===== config.mk =====
export PLATFORM = sky130hd
export DESIGN_NAME = rgh_queue
export DESIGN_NICKNAME = d
export VERILOG_FILES = /design/src/design/rgh_pkg.sv /design/src/design/rgh_queue.sv
export SDC_FILE = /design/constraint.sdc
export NUM_CORES = 1
export LEC_CHECK = 0
export ABC_AREA = 1
export BUFFER_PORTS_ARGS = -buffer_cell sky130_fd_sc_hd__buf_2
export CORE_ASPECT_RATIO = 0.9
export CORE_MARGIN = 2
export CORE_UTILIZATION = 57
export CTS_CLUSTER_DIAMETER = 100
export DETAILED_ROUTE_END_ITERATION = 7
export PLACE_DENSITY = 0.79
export SLEW_MARGIN = 20
export SYNTH_ARGS = -nofsm -noshare
export SYNTH_HDL_FRONTEND = slang
export SYNTH_SLANG_ARGS = --single-unit

===== constraint.sdc =====
create_clock -name clk -period 3.7 [get_ports clk]
set_input_delay 0.925 -clock clk [delete_from_list [all_inputs] [get_ports clk]]
set_output_delay 0.925 -clock clk [all_outputs]
set_load 0.02 [all_outputs]

===== src/design/rgh_pkg.sv =====
// shared types and constants for the rgb/gray histogram engine
package rgh_pkg;

	localparam int BINS_DEF       = 256;
	localparam int COUNT_BITS_DEF = 24;
	localparam int RATE_W         = 17;
	localparam int QDEPTH         = 4;

	localparam logic [RATE_W-1:0] RED_RATE_RST   = 17'd19595;
	localparam logic [RATE_W-1:0] GREEN_RATE_RST = 17'd38470;
	localparam logic [RATE_W-1:0] BLUE_RATE_RST  = 17'd7471;

	localparam logic [1:0] CFG_RED   = 2'd0;
	localparam logic [1:0] CFG_GREEN = 2'd1;
	localparam logic [1:0] CFG_BLUE  = 2'd2;
	localparam logic [1:0] CFG_NONE  = 2'd3;

	typedef enum logic [1:0] {
		KIND_CLEAR = 2'd0,
		KIND_PIXEL = 2'd1,
		KIND_QUERY = 2'd2,
		KIND_NONE  = 2'd3
	} kind_t;

	typedef struct packed {
		logic [1:0] kind;
		logic [7:0] red;
		logic [7:0] green;
		logic [7:0] blue;
		logic [1:0] channel;
		logic [7:0] bin_low;
		logic [7:0] bin_high;
	} in_item_t;

	typedef struct packed {
		logic [23:0] range_count;
		logic [31:0] intensity_sum;
		logic [23:0] cumulative_count;
		logic [23:0] total_pixels;
	} out_item_t;

	// classified command handed from front to back; bins already clamped,
	// gray already computed
	typedef struct packed {
		kind_t      kind;
		logic [7:0] bin_r;
		logic [7:0] bin_g;
		logic [7:0] bin_b;
		logic [7:0] bin_y;
		logic [1:0] channel;
		logic [7:0] lo;
		logic [7:0] hi;
	} cmd_t;

	typedef enum logic [2:0] {
		ST_CLEAR,
		ST_IDLE,
		ST_PIX,
		ST_QRD,
		ST_QACC,
		ST_QOUT
	} bstate_t;

endpackage


===== src/design/rgh_queue.sv =====
// small fifo of classified commands between front and back
module rgh_queue (
	input  logic          clk,
	input  logic          arst_n,
	input  logic          wr_valid,
	output logic          wr_ready,
	input  rgh_pkg::cmd_t wr_data,
	output logic          rd_valid,
	input  logic          rd_ready,
	output rgh_pkg::cmd_t rd_data
);
	localparam int AW = $clog2(rgh_pkg::QDEPTH);

	rgh_pkg::cmd_t mem_q [rgh_pkg::QDEPTH];
	logic [AW-1:0] wp_q, rp_q;
	logic [AW:0]   cnt_q;
	logic          wr, rd;

	assign wr_ready = (cnt_q != (AW+1)'(rgh_pkg::QDEPTH));
	assign rd_valid = (cnt_q != '0);
	assign rd_data  = mem_q[rp_q];
	assign wr = wr_valid && wr_ready;
	assign rd = rd_valid && rd_ready;

	always_ff @(posedge clk or negedge arst_n) begin
		if (!arst_n) begin
			wp_q  <= '0;
			rp_q  <= '0;
			cnt_q <= '0;
		end else begin
			if (wr) wp_q <= wp_q + 1'b1;
			if (rd) rp_q <= rp_q + 1'b1;
			cnt_q <= cnt_q + (AW+1)'(wr) - (AW+1)'(rd);
		end
	end

	always_ff @(posedge clk) begin
		if (wr) mem_q[wp_q] <= wr_data;
	end
endmodule


### Word-level counts from Yosys, hierarchy flattened

Memories as Yosys holds them, arrays and structs flattened.
Cells that the tools add are included.
Widths: inputs -> output; s select.

| operators by class | value |
|---|---|
| eq/ne operators | 1 |
| muxes and demuxes | 2 |
| $add $sub $neg | 4 |
| reduce and logical (&&, ||, !) cells | 3 |

Operator list:

| operator | count |
|---|---|
| $add 2x1->2 const B | 2 |
| $add 3x1->3 | 1 |
| $ne 3x3->1 const B | 1 |
| $reduce_bool 3->1 | 1 |
| $sub 3x1->3 | 1 |
| $logic_and 1x1->1 | 2 |
| $mux 1 | 2 |

| storage, ports and cells | value |
|---|---|
| bits in writable memories | 208 |
| memories | 1 |
| register bits | 7 |
| output and inout port bits | 54 |

Memory list:

| memory | words | bits a word | read ports | clocked after memory_dff | write ports | line | source |
|---|---|---|---|---|---|---|---|
| mem_q | 4 | 52 | 1 | 0 | 1 | rgh_queue.sv:14 | `rgh_pkg::cmd_t mem_q [rgh_pkg::QDEPTH];` |

### Logic depth before layout (Yosys ltp)

| depth | value |
|---|---|
| depth after elaboration | 4 |
| mapped depth | 12 |
| depth with buffers taken out | 12 |

### Worst setup path after synthesis

No wires, ideal clock.

| timing path | value |
|---|---|
| path kind | input-to-reg |
| start point | input port wr_valid |
| end point | memory mem_q[0][0] in the netlist's numbering, enable pin |
| slack | -27 ps |
| data arrival time | 3265 ps |
| path buffers | 0 |
| stages on the path | 2 |
| required time | 3238 ps |
| path through | nand2_1 nor2_1 |

| on the way | value |
|---|---|
| longest elaborated chain between the ends | 3 |

RTL lines:

| item | line | source |
|---|---|---|
| from (decl) | rgh_queue.sv:5 | `input logic wr_valid,` |
| $logic_and 1x1->1 | rgh_queue.sv:22 | `assign wr = wr_valid && wr_ready;` |
| $mux 1 | rgh_queue.sv:38 | `if (wr) mem_q[wp_q] <= wr_data;` |
| $mux 1 (not written as such) | rgh_queue.sv:38 |  |
| to (decl) | rgh_queue.sv:14 |  |

No other way between the ends.

==> summary.md <==
| Metric | Value |
|---|---|
| Worst Path Required | `2.77 ns` |
| Synth Area in XOR/XNOR | `0` |
| Clock Tree Root | `clkbuf_16` |
| Final Hold Viols | `0` |
| Mapped Nets | `779` |
| Final nets | `885` |
| # setup viols final | `0` |
| Fill cell total of the finished layout | `1020` |
| Die width | `133 µm` |
| CTS Sinks | `215` |
| ANT nets after route | `0` |
| CP Max Fanout | `53` |
| Unrepaired setup endpoints after global routing | `false` |
| CTS Buffer Depth | `3` |
| Synth Area in Adders | `0.0111` |
| Crit path kind | `flip-flop to primary output` |
| Pre-antenna DRT Iters | `5` |
| Relative slew slack | `0.393` |
| Via Count | `5305` |
| Largest net degree at the start of global routing | `159` |
| Placed wire-length estimate | `8670 µm` |
| Initial antenna violation count | `0` |
| Crit path from | `rp_q[0]$_DFFE_PN0P_` |
| Cts bufs inserted | `22` |
| Critical path arrival | `2.25 ns` |
| Dpl ws | `1.05 ns` |
| Final setup margin | `0.528 ns` |
| Slowest CP cell | `inv_2` |
| Register bit total from synthesis | `215` |
| Main combinational cell family by area after synthesis | `simple AND/OR/NAND/NOR gates` |
| FF-to-FF path depth | `9` |
| Final min period | `3.17 ns` |
| Wire length of the first global-routing pass | `25000 µm` |
| Total wire length | `15500 µm` |
| Worst hold path class | `input pin to async pin` |
| Netlist cell types | `16` |
| Warning count from the yosys run | `0` |
| # IOs | `110` |
| DIE HEIGHT | `120 µm` |
| Area delta synth->final | `16.4%` |
| Total global-route track usage | `0.198` |
| Synth Cell Area | `8550 µm²` |
| CTS tree | `done` |
| Gp weighted congestion | `0.714` |
| Worst vdd ir | `0.558 mV` |
| Crit path capture type | `primary output` |
| Global route overflow | `0` |
| Worst reg2reg startpoint | `cnt_q[1]$_DFF_PN0_` |
| Core area | `14700 µm²` |
| Resized Gates After CTS | `0` |
| Share of post-route cells with drive strength above 1 | `0.178` |
| Leakage power | `4.03 nW` |
| Critical Path Max Stage Delay | `0.67 ns` |
| Vias/cell | `5.13` |
| Post-route DRC | `0` |
| Worst Skew | `0.00578 ns` |
| DIE AREA | `16000 µm²` |
| Synth Area in Compound Gates | `0.0609` |
| Crit start category | `flip-flop` |
| Power Density | `839 nW/µm²` |
| Finished Cell Area | `9950 µm²` |
| DP Area | `9280 µm²` |
| Cts hold-fix bufs | `0` |
| CP cell instances | `inv_2 -> o21ai_0 -> nand2_1 -> buf_2` |
| Most common cell after layout, fill and taps aside | `edfxtp_1` |
| Max Slew Vio Count | `0` |
| R2r endpoint | `cnt_q[1]$_DFF_PN0_` |
| Routed len/inst | `15.0 µm` |
| Avg Cell Area, Syn | `11.9 µm²` |
| Clock Latency Late Sink | `0.49 ns` |
| Total inserted antenna cells | `0` |
| Period utilization | `0.857` |
| Initial DRC Count | `388` |
| Worst Tran Pin Value | `0.909 ns` |
| Fmax | `315 MHz` |
| Starting density of the core | `0.583` |
| Vias in the first global route | `5230` |
| Slack of the worst reg-to-reg path | `1.40 ns` |
| Port bufs | `109` |
| Max_cap viols | `0` |
| Crit path to | `rd_data[42]` |
| H-tree depth | `1` |
| Proportion of synthesized area in mux cells | `0` |
| Sequential area share after synthesis | `0.751` |
| Status | `completed` |
| Num rows | `42` |
| Post-CTS setup repair buffer count | `0` |
| Most frequent cells in the layout | `208 x edfxtp_1, 175 x nand2_1, 109 x buf_2` |
| Post-Synth Simple-Gate Area | `0.128` |
| Clock slew at reported path FFs | `0.05 ns` |
| Synth Instances | `716` |
through the flow:
step | std cells | setup TNS, ns | power (W) | hold WS (ns) | util
3_3_place_gp | 996 | 0 | 0.00627 | 0.480 | 0.633
4_1_cts | 1034 | 0 | 0.00843 | 0.252 | 0.678
6_report | 1034 | 0 | 0.00835 | 0.259 | 0.678
5_1_grt | 1034 | 0 | 0.00890 | 0.259 | 0.678
2_1_floorplan | 716 | -5.70 | 0.00547 | 0.449 | -
3_5_place_dp | 996 | 0 | 0.00640 | 0.516 | 0.633
synthesized netlist by cell type (all sizes together):
master | count | area share
dfrtp | 7 | 0.020
nand2 | 175 | 0.077
nor2 | 109 | 0.048
clkinv | 1 | 0.00044
ha | 6 | 0.0088
nand3 | 5 | 0.0029
clkbuf | 10 | 0.0044
inv | 67 | 0.029
fa | 1 | 0.0023
o21ai | 104 | 0.061
edfxtp | 208 | 0.73
buf | 23 | 0.015
state kept, by name, summed over array words and instances (netlist names):
register and cells:
mem_q 208, cnt_q 3, rp_q 2, wp_q 2
critical path: cells and delay by family (launching register included):
| family | cells | cell delay (ns) |
|---|---|---|
| simple gates | 1 | 0.16 |
| compound gates | 1 | 0.26 |
| buf+inv | 2 | 0.85 |
| flops | 1 | 0.49 |
how the worst min path moves through the flow:
stage,startpoint,endpoint,cells after the start
2_1_floorplan,rp_q[1]$_DFFE_PN0P_,rp_q[1]$_DFFE_PN0P_,2
3_3_place_gp,rp_q[1]$_DFFE_PN0P_,rp_q[1]$_DFFE_PN0P_,2
3_5_place_dp,rp_q[1]$_DFFE_PN0P_,rp_q[1]$_DFFE_PN0P_,2
4_1_cts,arst_n,cnt_q[1]$_DFF_PN0_,1
5_1_grt,arst_n,wp_q[0]$_DFFE_PN0P_,1
6_report,arst_n,cnt_q[1]$_DFF_PN0_,1
layer usage:
layer / vias up / part of all wire / GRT usage
met2: 199 / 0.49 / 0.340
met1: 2473 / 0.41 / 0.251
met5: - / 0 / 0
li1: 2606 / - / -
met3: 27 / 0.084 / 0.0503
met4: 0 / 0.019 / 0.0565
area by class of cell:
type / instances / area, µm² / share of cell area
clock inverter: 10 / 70.1 / 0.00704
timing repair buffer: 115 / 616 / 0.0619
sequential: 215 / 6420 / 0.646
tap: 198 / 248 / 0.0249
multi-input combinational: 400 / 1740 / 0.175
clock buffer: 28 / 594 / 0.0598
inverter: 68 / 256 / 0.0258
kinds of logic (layout without fill, tap and decap cells):
logic type      count (synthesis)  in the layout
compound gates                104            104
simple gates                  289            289
buf+inv                       101            221
fa+ha+maj                       7              7
flops                         215            215
power by group:
| part | internal (W) | leakage [nW] | switching [W] | total (W) |
|---|---|---|---|---|
| logic | 0.000848 | 1.72 | 0.00215 | 0.00299 |
| registers | 0.00322 | 1.99 | 0.000118 | 0.00334 |
| clock network | 0.00120 | 0.321 | 0.000819 | 0.00202 |
(Power assumes the default switching activity.)
