[src/design/rgh_pkg.sv]
// shared types and constants for the rgb/gray histogram engine
package rgh_pkg;

	localparam int BINS_DEF       = 256;
	localparam int COUNT_BITS_DEF = 24;
	localparam int RATE_W         = 17;
	localparam int QDEPTH         = 4;

	localparam logic [RATE_W-1:0] RED_RATE_RST   = 17'd19595;
	localparam logic [RATE_W-1:0] GREEN_RATE_RST = 17'd38470;
	localparam logic [RATE_W-1:0] BLUE_RATE_RST  = 17'd7471;

	localparam logic [1:0] CFG_RED   = 2'd0;
	localparam logic [1:0] CFG_GREEN = 2'd1;
	localparam logic [1:0] CFG_BLUE  = 2'd2;
	localparam logic [1:0] CFG_NONE  = 2'd3;

	typedef enum logic [1:0] {
		KIND_CLEAR = 2'd0,
		KIND_PIXEL = 2'd1,
		KIND_QUERY = 2'd2,
		KIND_NONE  = 2'd3
	} kind_t;

	typedef struct packed {
		logic [1:0] kind;
		logic [7:0] red;
		logic [7:0] green;
		logic [7:0] blue;
		logic [1:0] channel;
		logic [7:0] bin_low;
		logic [7:0] bin_high;
	} in_item_t;

	typedef struct packed {
		logic [23:0] range_count;
		logic [31:0] intensity_sum;
		logic [23:0] cumulative_count;
		logic [23:0] total_pixels;
	} out_item_t;

	// classified command handed from front to back; bins already clamped,
	// gray already computed
	typedef struct packed {
		kind_t      kind;
		logic [7:0] bin_r;
		logic [7:0] bin_g;
		logic [7:0] bin_b;
		logic [7:0] bin_y;
		logic [1:0] channel;
		logic [7:0] lo;
		logic [7:0] hi;
	} cmd_t;

	typedef enum logic [2:0] {
		ST_CLEAR,
		ST_IDLE,
		ST_PIX,
		ST_QRD,
		ST_QACC,
		ST_QOUT
	} bstate_t;

endpackage

[src/design/rgh_front.sv]
// front end: gray weighting, bin clamping and command classification
module rgh_front #(
	parameter int BINS = rgh_pkg::BINS_DEF
) (
	input  logic                        clk,
	input  logic                        arst_n,
	input  logic                        in_valid,
	output logic                        in_ready,
	input  rgh_pkg::in_item_t           in_data,
	input  logic [rgh_pkg::RATE_W-1:0]  red_rate,
	input  logic [rgh_pkg::RATE_W-1:0]  green_rate,
	input  logic [rgh_pkg::RATE_W-1:0]  blue_rate,
	output logic                        cmd_valid,
	input  logic                        cmd_ready,
	output rgh_pkg::cmd_t               cmd
);
	localparam logic [7:0] TOPB = 8'(((BINS > 256) ? 256 : BINS) - 1);

	// stage 1: products registered
	logic              v_s1;
	rgh_pkg::in_item_t d_s1;
	logic [24:0]       pr_s1, pg_s1, pb_s1;
	logic              adv;

	assign adv      = !cmd_valid || cmd_ready;
	assign in_ready = !v_s1 || adv;

	function automatic logic [7:0] clampb(input logic [25:0] v);
		clampb = (v > 26'(TOPB)) ? TOPB : v[7:0];
	endfunction

	always_ff @(posedge clk or negedge arst_n) begin
		if (!arst_n) begin
			v_s1      <= 1'b0;
			cmd_valid <= 1'b0;
		end else begin
			if (in_ready) v_s1 <= in_valid;
			if (adv) cmd_valid <= v_s1 && (d_s1.kind != rgh_pkg::KIND_NONE);
		end
	end

	logic [26:0] wsum;
	assign wsum = 27'(pr_s1) + 27'(pg_s1) + 27'(pb_s1);

	always_ff @(posedge clk) begin
		if (in_ready) begin
			d_s1  <= in_data;
			pr_s1 <= 25'(in_data.red)   * 25'(red_rate);
			pg_s1 <= 25'(in_data.green) * 25'(green_rate);
			pb_s1 <= 25'(in_data.blue)  * 25'(blue_rate);
		end
		if (adv) begin
			cmd.kind    <= rgh_pkg::kind_t'(d_s1.kind);
			cmd.bin_r   <= clampb(26'(d_s1.red));
			cmd.bin_g   <= clampb(26'(d_s1.green));
			cmd.bin_b   <= clampb(26'(d_s1.blue));
			cmd.bin_y   <= (wsum[26:16] > 11'(TOPB)) ? TOPB : wsum[23:16];
			cmd.channel <= d_s1.channel;
			cmd.lo      <= clampb(26'(d_s1.bin_low));
			cmd.hi      <= clampb(26'(d_s1.bin_high));
		end
	end
endmodule

[config.mk]
export PLATFORM = sky130hd
export DESIGN_NAME = rgh_front
export DESIGN_NICKNAME = d
export VERILOG_FILES = /design/src/design/rgh_pkg.sv /design/src/design/rgh_front.sv
export SDC_FILE = /design/constraint.sdc
export NUM_CORES = 1
export LEC_CHECK = 0
export BUFFER_PORTS_ARGS = -buffer_cell sky130_fd_sc_hd__buf_2
export CAP_MARGIN = 10
export CORE_ASPECT_RATIO = 0.7
export CORE_MARGIN = 4
export CORE_UTILIZATION = 55
export CTS_CLUSTER_DIAMETER = 50
export CTS_CLUSTER_SIZE = 25
export DETAILED_ROUTE_END_ITERATION = 10
export PLACE_DENSITY = 0.83
export REMOVE_ABC_BUFFERS = 1
export SKIP_CTS_REPAIR_TIMING = 1
export SLEW_MARGIN = 10
export SYNTH_ARGS = -nofsm -noshare
export SYNTH_HDL_FRONTEND = slang
export SYNTH_SLANG_ARGS = --single-unit
export TNS_END_PERCENT = 1
[constraint.sdc]
create_clock -name clk -period 4 [get_ports clk]
set_clock_uncertainty 0.05 [all_clocks]
set_input_delay 0 -clock clk [delete_from_list [all_inputs] [get_ports clk]]
set_output_delay 0 -clock clk [all_outputs]
set_load 0.02 [all_outputs]
==> After elaboration in Yosys (flattened, before gate mapping) <==
Index checks and enable logic that the tools add are counted.
{ "word_totals": {"ff_bits": 173, "inputBits": 99, "wordCells": 32} }
{ "classes": {"n_addsub": 2, "n_lt_le_gt_ge": 1, "n_reduce_logical": 5, "n_eq_ne": 1, "n_mul": 3} }
{ "op_table": {"columns": ["op", "n"], "rows": [
  ["8-bit by 17-bit multiplier with 25-bit output", 3],
  ["26-bit by 25-bit adder with 27-bit output", 1],
  ["25-bit by 25-bit adder with 26-bit output", 1],
  ["11-bit by 8-bit > comparator with 1-bit output, second input constant", 1],
  ["1-bit logical NOT", 2],
  ["1-bit logical OR", 2],
  ["2-bit inequality test, second input constant", 1],
  ["1-bit logical AND", 1]
]} }

==> Longest topological paths before layout <==
Gate-level depths: netlist of run 1.
{ "depth": {"depth_word": 3, "mapped_depth": 20, "mapped_depth_nobuf": 19} }

==> Worst setup path after synthesis of run 1 <==
OpenSTA, ideal clock, no wires.
{ "synth_path": {"path_kind": "input port to flip-flop", "start": "input port in_data[20] (netlist bit)", "end": "register pb_s1[23] (data pin)", "arrival_ns": 4.260, "setup_ns": 0.263, "t_required_ns": 3.687, "stages": 19, "slack_ns": -0.573, "path_cell_list": "clkbuf_1 nand2_1 fa_1 fa_1 inv_1 fa_1 inv_1 fa_1 inv_1 ha_1 a21o_1 a21oi_1 a21boi_1 o31a_1 a21oi_1 a21oi_1 a41o_1 o41ai_2 xnor2_1"} }
{ "synth_via": {"elab_chain_cells": 1} }
{ "synth_lines": {"columns": ["element", "line", "rtl"], "rows": [
  ["start: declaration", "rgh_front.sv:9", "input rgh_pkg::in_item_t in_data,"],
  ["8-bit by 17-bit multiplier with 25-bit output", "rgh_front.sv:50", "pb_s1 <= 25'(in_data.blue) * 25'(blue_rate);"],
  ["end signal: assignment", "rgh_front.sv:50", null],
  ["end: declaration", "rgh_front.sv:22", "logic [24:0] pr_s1, pg_s1, pb_s1;"]
]} }
Every way passes these cells.
A chain may end at the register's enable or synchronous reset.

==> Final worst setup path of run 1 <==
{ "layout_path": {"start": "input port in_data[28] (netlist bit)", "end": "register pg_s1[23] (data pin)"} }
{ "layout_via": {"elab_chain_cells": 1} }
{ "layout_lines": {"columns": ["element", "line", "rtl"], "rows": [
  ["8-bit by 17-bit multiplier with 25-bit output", "rgh_front.sv:49", "pg_s1 <= 25'(in_data.green) * 25'(green_rate);"],
  ["end signal: assignment", "rgh_front.sv:49", null],
  ["end: declaration", "rgh_front.sv:22", null]
]} }
Every way passes these cells.

==> run summary, run 1 <==
Non-Filler Cell Area, Final: 0.0236 mm2
Final worst path period share: 1.04
Final worst path period need: 4.16 ns
Layout overhead on the synthesized area: 23.7%
Top cell type's share of synthesized area: 0.309
Worst setup path class: input pin to flop
Number of diodes: 0
Inserted Clock Buffers: 17
WP data arrival: 4.33 ns
Number of enable-type register cells in the synthesized netlist: 171
Source-to-sink clock delay at the later pin of the worst-skew pair: 0.47 ns
Mapped Avg Cell Area: 10.9 um2
Floorplan Core Area: 0.0338 mm2
Highest net fanout along the worst path: 8
Unrepaired setup endpoints after global routing: yes
Power density over the cells: 705 mW/mm2
Type of origin of the critical path: input pin
Final setup vio count: 11
Setup tns final: -0.840 ns
Floorplan row count: 56
Post-synthesis sequential area ratio: 0.272
Crit. End Element: flop
Post-DP Area: 0.0221 mm2
Die W: 230 um
Max-Cap Viols: 0
Number of H-tree branching levels: 4
Result of the run: finished with violations
Required time of the critical path: 4.16 ns
Vias per cell: 5.19
Sum of routed wire length over all layers: 44.6 mm
Gate Count Post-Synth: 1754
Number of nets at the end of the flow: 2746
Static leakage: 0.0114 uW
Most frequently used flop master after synthesis: edfxtp_1
Most numerous cell in the Yosys netlist: and2_1
Cell type contributing the most total cell area after synthesis: fa_1
Pre-Repair DR Iteration Count: 6
Placed wire-length estimate: 35.3 mm
Yosys reg bits: 173
Share of cells above drive strength 1: 0.227
Die area: 0.0377 mm2
# DRC: 0
TritonCTS clock tree: yes
Wire length of the first global-routing pass: 72.8 mm
Area of the mapped netlist: 0.0191 mm2
PortBufs: 152
FILL cells: 2303
Worst-margin pin slew: 1.12 ns
Weighted congestion at the end of routability-driven global placement: 0.901
CTS sink cnt: 173
Count of endpoints failing hold in the final timing report: 1
Vias: 13862
Buffer depth of the longest clock path: 2
Average routed wire per standard cell: 16.7 um
Die extent in y: 164 um
Failing checks: hold timing, setup timing
Maximum vdd ir drop: 0.656 mV
Max Transition Viols Final: 0
Post-detailed-route count of antenna-violating nets: 0
Highest attainable clock frequency: 240 MHz
Final global-route overflow total: 0
Num ports: 153
Detailed Route Iter0 Violations: 798
Worst hold margin: -0.0113 ns
Clk pin slew, worst setup/hold paths: 0.08 ns
Warning count from the yosys run: 0
Top cells by count, synth: and2_1 (354), inv_1 (328), fa_1 (294), edfxtp_1 (171), ha_1 (159)
Combined global-route utilization of all metal layers: 0.240
Starting density of the core: 0.563
Slew Limit Headroom: 0.254
Antenna violations before repair: 0
Worst setup slack after layout: -0.164 ns
Hold crit path type: input pin to flop
CTS root buffer: clkbuf_16
Number of distinct library cells after synthesis: 52
Number of global-route vias before repair: 14602
Largest cells by area after synthesis: fa_1 (31%), edfxtp_1 (27%), and2_1 (12%)
Proportion of synthesized flip-flops having asynchronous set or reset: 0.0116
Largest net degree at the start of global routing: 83
## routing by layer
metal | wire (um) | part of all wire | GRT usage | up-vias
li1 | - | - | - | 6434
met1 | 19700 | 0.44 | 0.335 | 6959
met2 | 21500 | 0.48 | 0.394 | 401
met3 | 2550 | 0.057 | 0.0461 | 68
met4 | 821 | 0.018 | 0.0547 | 0
met5 | 0 | 0 | 0 | -
## cell type report
type | instances | area (um2) | share of cell area
Clock inverter | 14 | 154 | 0.00653
Clock buffer | 18 | 429 | 0.0182
Timing Repair Buffer | 445 | 3130 | 0.133
Sequential cell | 173 | 5180 | 0.220
Tap cell | 464 | 581 | 0.0246
Inverter | 328 | 1230 | 0.0522
Multi-Input combinational cell | 1229 | 12900 | 0.546
## cell families after synthesis
| family | Yosys count | synth area share |
|---|---|---|
| simple gates | 566 | 0.166 |
| xor+xnor | 58 | 0.0267 |
| buf+inv | 352 | 0.0693 |
| compound gates | 152 | 0.0525 |
| flops | 173 | 0.272 |
| fa+ha+maj | 453 | 0.413 |
## layout by cell type, fill, tap and decap left out, drive strengths merged, types with 17 or more instances in the layout
cell type,count
nand2,94
nor2,49
and2,355
edfxtp,171
xnor2,42
inv,334
fa,294
buf,392
clkbuf,24
o21ai,36
dlygate4sd3,47
ha,159
a21o,17
a21oi,43
## per-stage QoR
step | util | power (uW) | setup slack (ns) | cells
2_1_floorplan | - | 9900 | -0.336 | 1730
3_3_place_gp | 0.654 | 13400 | -0.643 | 2588
3_5_place_dp | 0.654 | 14000 | -0.732 | 2588
4_1_cts | 0.671 | 15900 | -0.254 | 2620
5_1_grt | 0.697 | 18100 | -0.323 | 2671
6_report | 0.697 | 16600 | -0.164 | 2671
## state kept, by name, indices dropped and copies added, names as in the netlist
signal and cells:
cmd_valid 1, pg_s1 25, d_s1 44, pr_s1 25
cmd 52, pb_s1 25, v_s1 1
## power by group
group / switching [uW] / internal, uW / total [uW] / leakage [uW]
clock network: 844 / 834 / 1680 / 0.000275
logic: 6110 / 5610 / 11700 / 0.00935
registers: 282 / 2950 / 3230 / 0.00177
total: 7240 / 9390 / 16600 / 0.0114
## final timing paths
path / from / to / slack, ns / depth (start not counted)
max: in_data[28] / pg_s1[23] / -0.16 / 17
min: red_rate[0] / pr_s1[0] / -0.01 / 3
max reg2reg: pr_s1[12] / cmd[25] / 0.24 / 11
min reg2reg: d_s1[25] / cmd[33] / 0.36 / 0
max in group asynchronous: arst_n / cmd_valid / 3.42 / 3
min in group asynchronous: arst_n / v_s1 / 0.35 / 3
## worst max-delay path: stages
cell      delay [ns]
clkbuf_4        0.16
buf_4           0.15
and2_1          0.18
fa_2            0.41
fa_1            0.46
ha_1            0.30
fa_1            0.46
ha_1            0.33
nor2b_1         0.17
o21ai_2         0.14
a21oi_1         0.11
o41ai_2         0.36
o21bai_1        0.16
a21o_1          0.21
a311o_1         0.34
and3_1          0.16
a211o_1         0.22
Note: power is estimated with default switching activity, not from simulation.
==> inputs of run 2 (changes only) <==
Settings changed: HOLD_SLACK_MARGIN set to 0.1.
==> run 2 against run 1 <==
Against the previous run: the run ends with setup timing left; cell area up 0.17%; final cell count up 0.15%; clock power about the same.
==> run summary, run 2 (synthesis results as in run 1) <==
Total area of multi-input combinational cells: 0.0129 mm2
FILL cells: 2303
Commonest cells after routing, fill and taps aside: and2_1 (347), inv_1 (326), fa_1 (287), buf_4 (255), edfxtp_1 (171)
Critical path's largest stage delay: 0.46 ns
Die W: 230 um
Post-DP Area: 0.0221 mm2
Pre-Repair DR Iteration Count: 7
Critical path buffers and inverters: 2
Average routed wire per standard cell: 16.7 um
Hold crit path type: input pin to flop
Largest net degree at the start of global routing: 83
Share of cells above drive strength 1: 0.227
Worst setup path class: input pin to flop
Power density over the cells: 704 mW/mm2
Final worst path period need: 4.17 ns
Result of the run: finished with violations
Number of diodes: 0
Core utilization of the finished layout: 0.698
Combined global-route utilization of all metal layers: 0.240
Count of endpoints failing hold in the final timing report: 0
Placed wire-length estimate: 35.3 mm
Max Transition Viols Final: 0
Source-to-sink clock delay at the later pin of the worst-skew pair: 0.47 ns
TritonCTS clock tree: yes
Highest attainable clock frequency: 240 MHz
Worst-margin pin slew: 1.11 ns
Inserted Clock Buffers: 17
Final worst path period share: 1.04
Layout overhead on the synthesized area: 23.9%
Worst hold margin: 0.0882 ns
Largest Register: cmd
Die extent in y: 164 um
Final global-route overflow total: 0
Starting density of the core: 0.563
Number of nets at the end of the flow: 2750
Maximum vdd ir drop: 0.656 mV
Cell with the biggest individual delay on the critical path: fa_1
Num ports: 153
Floorplan Core Area: 0.0338 mm2
Detailed Route Iter0 Violations: 857
Die area: 0.0377 mm2
Number of H-tree branching levels: 4
Crit. End Element: flop
Sum of routed wire length over all layers: 44.7 mm
Highest net fanout along the worst path: 8
Failing checks: setup timing
Worst path top cell family by delay: adder cells
Vias per cell: 5.19
Flop-to-flop setup slack: 0.23 ns
Wire length of the first global-routing pass: 72.8 mm
Critical-path cell list: clkbuf_4 > buf_4 > and2_1 > fa_2 > fa_1 > ha_1 > fa_1 > ha_1 > nor2b_1 > o21ai_2 > a21oi_1 > o41ai_2 > o21bai_1 > a21o_1 > a311o_1 > and3_1 > a211o_1
Clk pin slew, worst setup/hold paths: 0.07 ns
Non-Filler Cell Area, Final: 0.0236 mm2
Vias: 13876
Worst setup slack after layout: -0.173 ns
Type of origin of the critical path: input pin
Post-detailed-route count of antenna-violating nets: 0
Antenna violations before repair: 0
CTS sink cnt: 173
# DRC: 0
Slew Limit Headroom: 0.261
Number of global-route vias before repair: 14602
Register Area: 0.00518 mm2
CTS root buffer: clkbuf_16
Total design power: 16600 uW
Largest regs: cmd (52), d_s1 (44)
Buffer depth of the longest clock path: 2
WP data arrival: 4.34 ns
Max-Cap Viols: 0
Floorplan row count: 56
Required time of the critical path: 4.16 ns
Final setup vio count: 11
Static leakage: 0.0114 uW
PortBufs: 152
Unrepaired setup endpoints after global routing: yes
Largest register FFs: 52
Leading cell type in the layout, fill and taps excluded: and2_1
Weighted congestion at the end of routability-driven global placement: 0.901
[run 2: cell count changes in the layout (fill, tap and decap cells not counted), sizes merged]
cell | before | now
dlygate4sd3 | 47 | 51
[run 2: per-stage QoR]
stage / std cells / setup WS [ns] / setup TNS [ns]
floorplan: 1730 / -0.336 / -1.71
global placement: 2588 / -0.643 / -13.35
detailed placement: 2588 / -0.732 / -16.24
CTS: 2620 / -0.254 / -2.15
global route: 2675 / -0.323 / -3.54
finish: 2675 / -0.173 / -0.882
[run 2: power by group]
part / switching, uW / internal (uW)
Combinational: 6120 / 5610
Sequential: 280 / 2950
Clock: 843 / 834
[run 2: layer usage]
metal,track usage,wire [um]
met3,0.0461,2540
met5,0,0
met2,0.394,21600
met1,0.335,19700
met4,0.0547,841
[run 2: area by class of cell]
class,count,share of cell area
Clock buffer,18,0.0182
Timing Repair Buffer,449,0.134
Sequential cell,173,0.220
Clock inverter,14,0.00652
Tap cell,464,0.0246
Multi-Input combinational cell,1229,0.545
Inverter,328,0.0521
[run 2: worst paths after layout]
kind	start	end	cells after the start
max in group asynchronous	arst_n	cmd_valid	3
min	green_rate[1]	pg_s1[1]	4
max	in_data[28]	pg_s1[23]	17
max reg2reg	pr_s1[12]	cmd[25]	11
min reg2reg	d_s1[25]	cmd[33]	0
min in group asynchronous	arst_n	v_s1	3
[run 2: worst register-to-register path, cell delays in order, from the launching register on]
cell and delay, ns:
edfxtp_1 0.43, fa_1 0.46, ha_1 0.33, a21o_1 0.20
a21o_1 0.18, a21o_1 0.22, a22oi_2 0.16, o21ai_2 0.12
o41a_1 0.38, and2_4 0.20, o21a_1 0.18, or4b_1 0.58
